$ cat src/rtl/core/afcd_pkg.sv
// shared types, constants and color helpers for the animation frame chunk decoder
// no dependencies; imported by the parser and the top level
package afcd_pkg;

  // header word that closes a frame
  localparam logic [31:0] END_MARK = 32'h7FFF_7FFF;

  // 5-bit channel to 8-bit channel, c * 255 / 31 rounded down
  localparam logic [7:0] SCALE5_LUT [32] = '{
    8'd0,   8'd8,   8'd16,  8'd24,  8'd32,  8'd41,  8'd49,  8'd57,
    8'd65,  8'd74,  8'd82,  8'd90,  8'd98,  8'd106, 8'd115, 8'd123,
    8'd131, 8'd139, 8'd148, 8'd156, 8'd164, 8'd172, 8'd180, 8'd189,
    8'd197, 8'd205, 8'd213, 8'd222, 8'd230, 8'd238, 8'd246, 8'd255
  };

  // parse event seen on the current stream word, plus frame area
  typedef struct packed {
    logic        pixel;
    logic        eof;
    logic [31:0] addr;
    logic [31:0] area;
  } afcd_evt_t;

  // argb1555 to rgba8888, red in the low byte, alpha forced opaque
  function automatic logic [31:0] expand_color(input logic [15:0] c);
    expand_color = {8'hFF, SCALE5_LUT[c[4:0]], SCALE5_LUT[c[9:5]], SCALE5_LUT[c[14:10]]};
  endfunction

endpackage

$ cat src/rtl/core/afcd_parser.sv
// stream parser: descriptor, chunk headers, pixel address sequencing
// depends on afcd_pkg for the event struct and end marker
module afcd_parser (
  input  logic               clk,
  input  logic               rst_n,
  input  logic               byte_en,
  input  logic [7:0]         stream_byte,
  output afcd_pkg::afcd_evt_t evt
);
  import afcd_pkg::*;

  typedef enum logic [1:0] {
    PH_DESC = 2'd0,
    PH_HEAD = 2'd1,
    PH_PIX  = 2'd2
  } phase_t;

  phase_t       phase_r;
  logic [2:0]   pos_r;
  logic [23:0]  asm_r;
  logic [15:0]  cx_r, cy_r, w_r, h_r;
  logic [31:0]  waddr_r;
  logic [11:0]  left_r;
  logic [31:0]  base_r;
  logic [31:0]  area_r;

  logic [31:0]        hdr;
  logic [9:0]         hdr_x, hdr_y;
  logic [11:0]        hdr_cnt;
  logic signed [26:0] yw;
  logic [31:0]        chunk_addr;
  logic signed [31:0] xb;
  logic signed [18:0] yb;
  logic signed [34:0] yb_w;
  logic [31:0]        base_nxt;
  logic signed [31:0] area_nxt;
  logic [11:0]        left_dec;

  // header word with offset sign bits inverted
  assign hdr     = {stream_byte, asm_r};
  assign hdr_x   = {~hdr[31], hdr[30:22]};
  assign hdr_y   = {~hdr[21], hdr[20:12]};
  assign hdr_cnt = hdr[11:0];

  // chunk start address
  assign yw         = $signed({1'b0, hdr_y}) * $signed(w_r);
  assign chunk_addr = base_r + {{5{yw[26]}}, yw} + {22'b0, hdr_x};

  // frame base and area, refreshed every cycle from the descriptor
  assign xb       = $signed({{16{cx_r[15]}}, cx_r}) - 32'sd512;
  assign yb       = $signed({{3{cy_r[15]}}, cy_r}) + $signed({{3{h_r[15]}}, h_r}) - 19'sd512;
  assign yb_w     = yb * $signed(w_r);
  assign base_nxt = xb + yb_w[31:0];
  assign area_nxt = $signed(w_r) * $signed(h_r);

  assign left_dec = left_r - 12'd1;

  // events for the word in flight
  always_comb begin
    evt       = '0;
    evt.addr  = waddr_r;
    evt.area  = area_r;
    evt.pixel = byte_en && (phase_r == PH_PIX);
    evt.eof   = byte_en && (phase_r == PH_HEAD) && (pos_r[1:0] == 2'd3) && (hdr == END_MARK);
  end

  // parse state
  always_ff @(posedge clk) begin
    if (!rst_n) begin
      phase_r <= PH_DESC;
      pos_r   <= '0;
      asm_r   <= '0;
      cx_r    <= '0;
      cy_r    <= '0;
      w_r     <= '0;
      h_r     <= '0;
      waddr_r <= '0;
      left_r  <= '0;
      base_r  <= '0;
      area_r  <= '0;
    end else begin
      base_r <= base_nxt;
      area_r <= area_nxt;
      if (byte_en) begin
        unique case (phase_r)
          PH_PIX: begin
            waddr_r <= waddr_r + 32'd1;
            left_r  <= left_dec;
            if (left_dec == 12'd0) begin
              phase_r <= PH_HEAD;
            end
          end
          PH_HEAD: begin
            if (pos_r[1:0] != 2'd3) begin
              asm_r[8*pos_r[1:0] +: 8] <= stream_byte;
              pos_r <= {1'b0, pos_r[1:0] + 2'd1};
            end else begin
              asm_r <= '0;
              pos_r <= '0;
              if (hdr == END_MARK) begin
                phase_r <= PH_DESC;
              end else begin
                waddr_r <= chunk_addr;
                left_r  <= hdr_cnt;
                phase_r <= (hdr_cnt != 12'd0) ? PH_PIX : PH_HEAD;
              end
            end
          end
          default: begin
            // descriptor: four little-endian halfwords
            unique case (pos_r[2:1])
              2'd0:    cx_r[8*pos_r[0] +: 8] <= stream_byte;
              2'd1:    cy_r[8*pos_r[0] +: 8] <= stream_byte;
              2'd2:    w_r[8*pos_r[0] +: 8]  <= stream_byte;
              default: h_r[8*pos_r[0] +: 8]  <= stream_byte;
            endcase
            if (pos_r != 3'd7) begin
              pos_r   <= pos_r + 3'd1;
              phase_r <= PH_DESC;
            end else begin
              pos_r   <= '0;
              asm_r   <= '0;
              phase_r <= PH_HEAD;
            end
          end
        endcase
      end
    end
  end

endmodule

$ cat config.mk
export PLATFORM = sky130hd
export DESIGN_NAME = afcd_parser
export DESIGN_NICKNAME = d
export VERILOG_FILES = /design/src/rtl/core/afcd_pkg.sv /design/src/rtl/core/afcd_parser.sv
export SDC_FILE = /design/constraint.sdc
export NUM_CORES = 2
export LEC_CHECK = 0
export BUFFER_PORTS_ARGS = -buffer_cell sky130_fd_sc_hd__buf_2
export CAP_MARGIN = 10
export CORE_MARGIN = 1.5
export CORE_UTILIZATION = 57
export CTS_CLUSTER_DIAMETER = 200
export CTS_CLUSTER_SIZE = 10
export DETAILED_ROUTE_END_ITERATION = 10
export PLACE_DENSITY = 0.84
export SETUP_SLACK_MARGIN = 0.2
export SLEW_MARGIN = 10
export SYNTH_ARGS = -nofsm -noshare
export SYNTH_HDL_FRONTEND = slang
export SYNTH_SLANG_ARGS = --single-unit
$ cat constraint.sdc
create_clock -name clk -period 23 [get_ports clk]
set_clock_uncertainty 0.05 [all_clocks]
set_input_delay 6.9 -clock clk [delete_from_list [all_inputs] [get_ports clk]]
set_output_delay 6.9 -clock clk [all_outputs]
set_load 0.02 [all_outputs]
* After elaboration in Yosys (flattened, before gate mapping)
Cells that the tools add are included.
** Storage, ports and cells
- Register bits :: 201
- Input port bits :: 11
- Output and inout bits :: 66
- Word-level logic and storage cells :: 88
** Cells by class
- $add $sub $neg :: 12
- Multiply operators :: 3
- Eq/ne operators :: 12
- Shifts and indexed selects :: 4
- Muxes and demuxes :: 23
- Bitwise operators :: 5
- Reduce and logical (&&, ||, !) cells :: 18
** Operators by type and width (count)
- $add A32 B32 Y32 :: 2
- $bwmux W16 :: 4
- $mux W32 :: 2
- $pmux W32 S2 :: 1
- $mux W24 :: 2
- $pmux W24 S2 :: 1
- $neg A4 Y34 :: 1
- $neg A5 Y34 :: 1
- $shift A8 B34 Y16 const A :: 1
- $shift A8 B34 Y24 const A :: 1
- $shiftx A8 B34 Y16 :: 1
- $shiftx A8 B34 Y24 :: 1
- $add A32 B1 Y32 const B :: 1
- $add A32 B10 Y32 :: 1
- $eq A32 B31 Y1 const B :: 1
- $mul A16 B16 Y32 :: 1
- $mul A18 B16 Y32 :: 1
- $mul A11 B16 Y27 :: 1
- $bwmux W24 :: 1
- $mux W12 :: 2
- $pmux W12 S2 :: 1
- $reduce_and A3 Y1 :: 6
- $sub A17 B11 Y18 const B :: 1
- $add A16 B16 Y17 :: 1
- 24 further kinds :: 41

* Depth between registers and ports, before layout
- Depth after elaboration :: 7
- Mapped depth :: 36

* Least setup slack after synthesis
OpenSTA, ideal clock, no wires.
- Path kind :: input -> output
- Start point :: input stream_byte[7]
- End point :: output evt[64] (netlist bit)
- Arrival :: 7.898 ns
- Required time :: 16.050 ns
- Slack :: 8.152 ns
- Stages on the path :: 6
- Path buffers :: 1
- Cell sequence :: clkbuf_1 > inv_2 > nand4_1 > nor4_1 > nand2_1 > nor2_1
** RTL lines
- start: declaration :: line afcd_parser.sv:7 : input logic [7:0] stream_byte,
- end: declaration :: line afcd_parser.sv:8 : output afcd_pkg::afcd_evt_t evt

==> reports/summary.txt <==
Full die area = 0.06768 mm²
Global-route usage over all layers = 27.94%
Mean post-synth cell area = 8.681 µm²
Fmax = 0.06596 GHz
Post-CTS setup repair buffer count = 0
Gr ovfl total = 0
Worst hold start = left_r[11]
Die width = 260.2 µm
Commonest non-fill, non-tap cell in the layout = inv_1
CTS Hold Buffers Added = 0
Starting Density = 57.44%
Sequential cell area fraction in the yosys report = 10.68%
Hold path depth = 2
Drt first-iter violations = 2189
Num rows = 94
Total negative setup slack = 0 ps
Ys Warns = 0
Port buffer count = 76
Asr flop ratio synth = 0%
Via count = 29.12k
H-tree depth = 1
Critical path type = input port to output pin
Cells after DPL = 5127
Maximum VDD drop = 0.03297 mV
Vias per Instance = 5.648
Final cell count without fillers = 5155
R2r startpoint = h_r[0]
RSZ-0062 raised after global routing = false
Number of global-route vias before repair = 30.51k
Mapped Cells = 4342
Setup crit start kind = input port
Worst rel slew slack = 21.32%
Worst-path fanout max = 10
DP Area = 0.03879 mm²
Layout cell share with drive strength beyond 1 = 3.893%
Most frequent cells in the layout = inv_1, fa_1, nand2_1
TritonCTS clock tree = built
Die span in y = 260.2 µm
Outcome = finished, final reports clean
Post-layout min period = 15160 ps
Tot Pwr = 0.8923 mW
CTS sink cnt = 201
Hold slack final = 433.9 ps
Critical path arrival = 8210 ps
Antenna-violating nets left = 0
WHS Endpoint = left_r[11]
Initial antenna violation count = 5
Hold Fails Final Rpt = 0
FF-to-FF setup slack = 13010 ps
Area Overhead vs Synth = 4.578%
Skew-Pair Late Insertion Delay = 580 ps
Crit share post-route = 65.91%
Final count of negative-setup-slack endpoints = 0
Synth unique cells = 75
Core area = 0.06563 mm²
Final wirelength = 91000 µm
Synthesized cell area = 0.03769 mm²
Number of synthesized flops with an enable pin = 0
Cell Pwr Density = 22.64 mW/mm²
First-pass GRT wire length = 151500 µm
Clock root buffer = clkbuf_16
Synthesized flop and latch total = 201
Worst Hold Class = flip-flop to flip-flop
# DRC = 0
Cell area after layout = 0.03942 mm²
Post-CTS Resized = 0
Mapped Nets = 5385
TritonCTS Buffers = 24
Pin count of the biggest net entering global routing = 102
Filler cell count = 5335
DP HPWL = 70090 µm
CP Data Required Time = 16050 ps
Deepest clock path buffer count = 3
Path depth of the worst reg2reg path = 30
CP Capture Type = output pin
Ys flop type = dfxtp_1
Routed len/inst = 17.65 µm
Pleak = 19.37 nW
Clock-pin slew on the worst setup and hold paths = 60 ps
Final nets = 5332
Max cap viols = 0
DRT Pass-1 Iters = 6
Max-slew violations = 0
Placer congestion estimate = 0.9354
# IOs = 77
Reg-to-Reg End = base_r[31]
Worst Max-Slew Pin Slew = 1174 ps
flip-flops by register name (all words and copies together), names as in the netlist, 12 cells and up:
name,flops
w_r,16
base_r,32
h_r,16
cx_r,16
asm_r,24
waddr_r,32
left_r,12
area_r,32
cy_r,16
how the worst max path moves through the flow:
stage | startpoint | to | slack [ps] | cells after the start
6_report | stream_byte[7] | evt[64] | 7840 | 7
5_1_grt | stream_byte[7] | evt[64] | 7770 | 7
4_1_cts | stream_byte[7] | evt[64] | 7920 | 7
3_5_place_dp | stream_byte[7] | evt[64] | 7930 | 7
3_3_place_gp | stream_byte[7] | evt[64] | 8000 | 7
2_1_floorplan | stream_byte[7] | evt[64] | 8150 | 6
per-layer routing:
metal	wire, µm	GRT usage (%)	up-vias
met5	29	0	-
met4	4308	12.12	4
met3	7005	3.957	280
met2	44190	47.30	1180
met1	35470	35.78	14550
li1	-	-	13110
layout make-up:
type                            instances  area, µm²  share of cell area [%]
Antenna cell                            1      2.502                0.006348
Clock buffer                           25      604.3                   1.533
Clock inverter                          2      25.02                 0.06348
Inverter                              940       3531                   8.957
Multi-Input combinational cell       3009      29490                   74.82
Sequential cell                       201       4024                   10.21
Tap cell                              864       1081                   2.742
Timing Repair Buffer                  113      658.1                   1.670
synth_stat cells (4+ instances only):
master,number,area (µm²)
nand3_1,43,215.2
or3_1,17,106.4
and3_1,16,100.1
a211oi_1,13,97.59
o21a_1,20,150.1
nand2b_1,49,306.5
fa_1,710,14210
nor2_1,285,1070
nand2_1,408,1531
o22ai_1,5,31.28
o31ai_1,9,67.56
o31a_1,4,35.03
nand4_1,20,125.1
nor3b_1,9,67.56
o211ai_1,13,97.59
a31oi_1,23,143.9
buf_1,5,18.77
a21o_1,48,360.4
xnor2_1,105,919.6
o21ai_0,89,445.4
o21bai_1,13,97.59
nor2b_1,48,300.3
o21ai_1,25,125.1
nor4_1,8,50.05
or2_2,7,43.79
o2111ai_1,7,61.31
ha_1,322,4029
inv_1,937,3517
a22oi_1,31,232.7
xor2_1,35,306.5
nand3b_1,4,30.03
nor3_1,42,210.2
a41oi_1,4,35.03
and2_1,318,1989
clkbuf_1,187,701.9
dfxtp_1,201,4024
mux2i_1,55,550.5
a21oi_1,153,765.7
cell families (layout without fill, tap and decap cells):
family / count (synthesis) / count (layout) / synth area share, %
AND/OR/NAND/NOR: 1287 / 1287 / 16.59
buffers and inverters: 1132 / 1080 / 11.27
adder cells (fa/ha/maj): 1035 / 1035 / 48.48
AO/OA/AOI/OAI: 490 / 490 / 8.152
flip-flops: 201 / 201 / 10.68
XOR/XNOR: 142 / 142 / 3.376
multiplexers: 55 / 55 / 1.461
other: 0 / 1 / 0
through the flow:
stage,util (%),setup slack (ps)
floorplan,-,8152
global placement,59.10,8000
detailed placement,59.10,7929
CTS,60.06,7923
global route,60.06,7766
finish,60.06,7840
where the power goes:
group          leakage (nW)  total, mW  switching (mW)  internal [mW]
clock                 0.308      0.344           0.159          0.185
combinational          17.4      0.179           0.113         0.0664
sequential             1.63      0.369          0.0106          0.359
total                  19.4      0.892           0.283          0.610
critical path, stage by stage:
cell and delay (ps):
buf_2 190, inv_2 140, nand4_1 110, nor4_1 380, nand2_1 170, nor2_1 140
buf_2 170
Power figures use the tool's default switching activity.
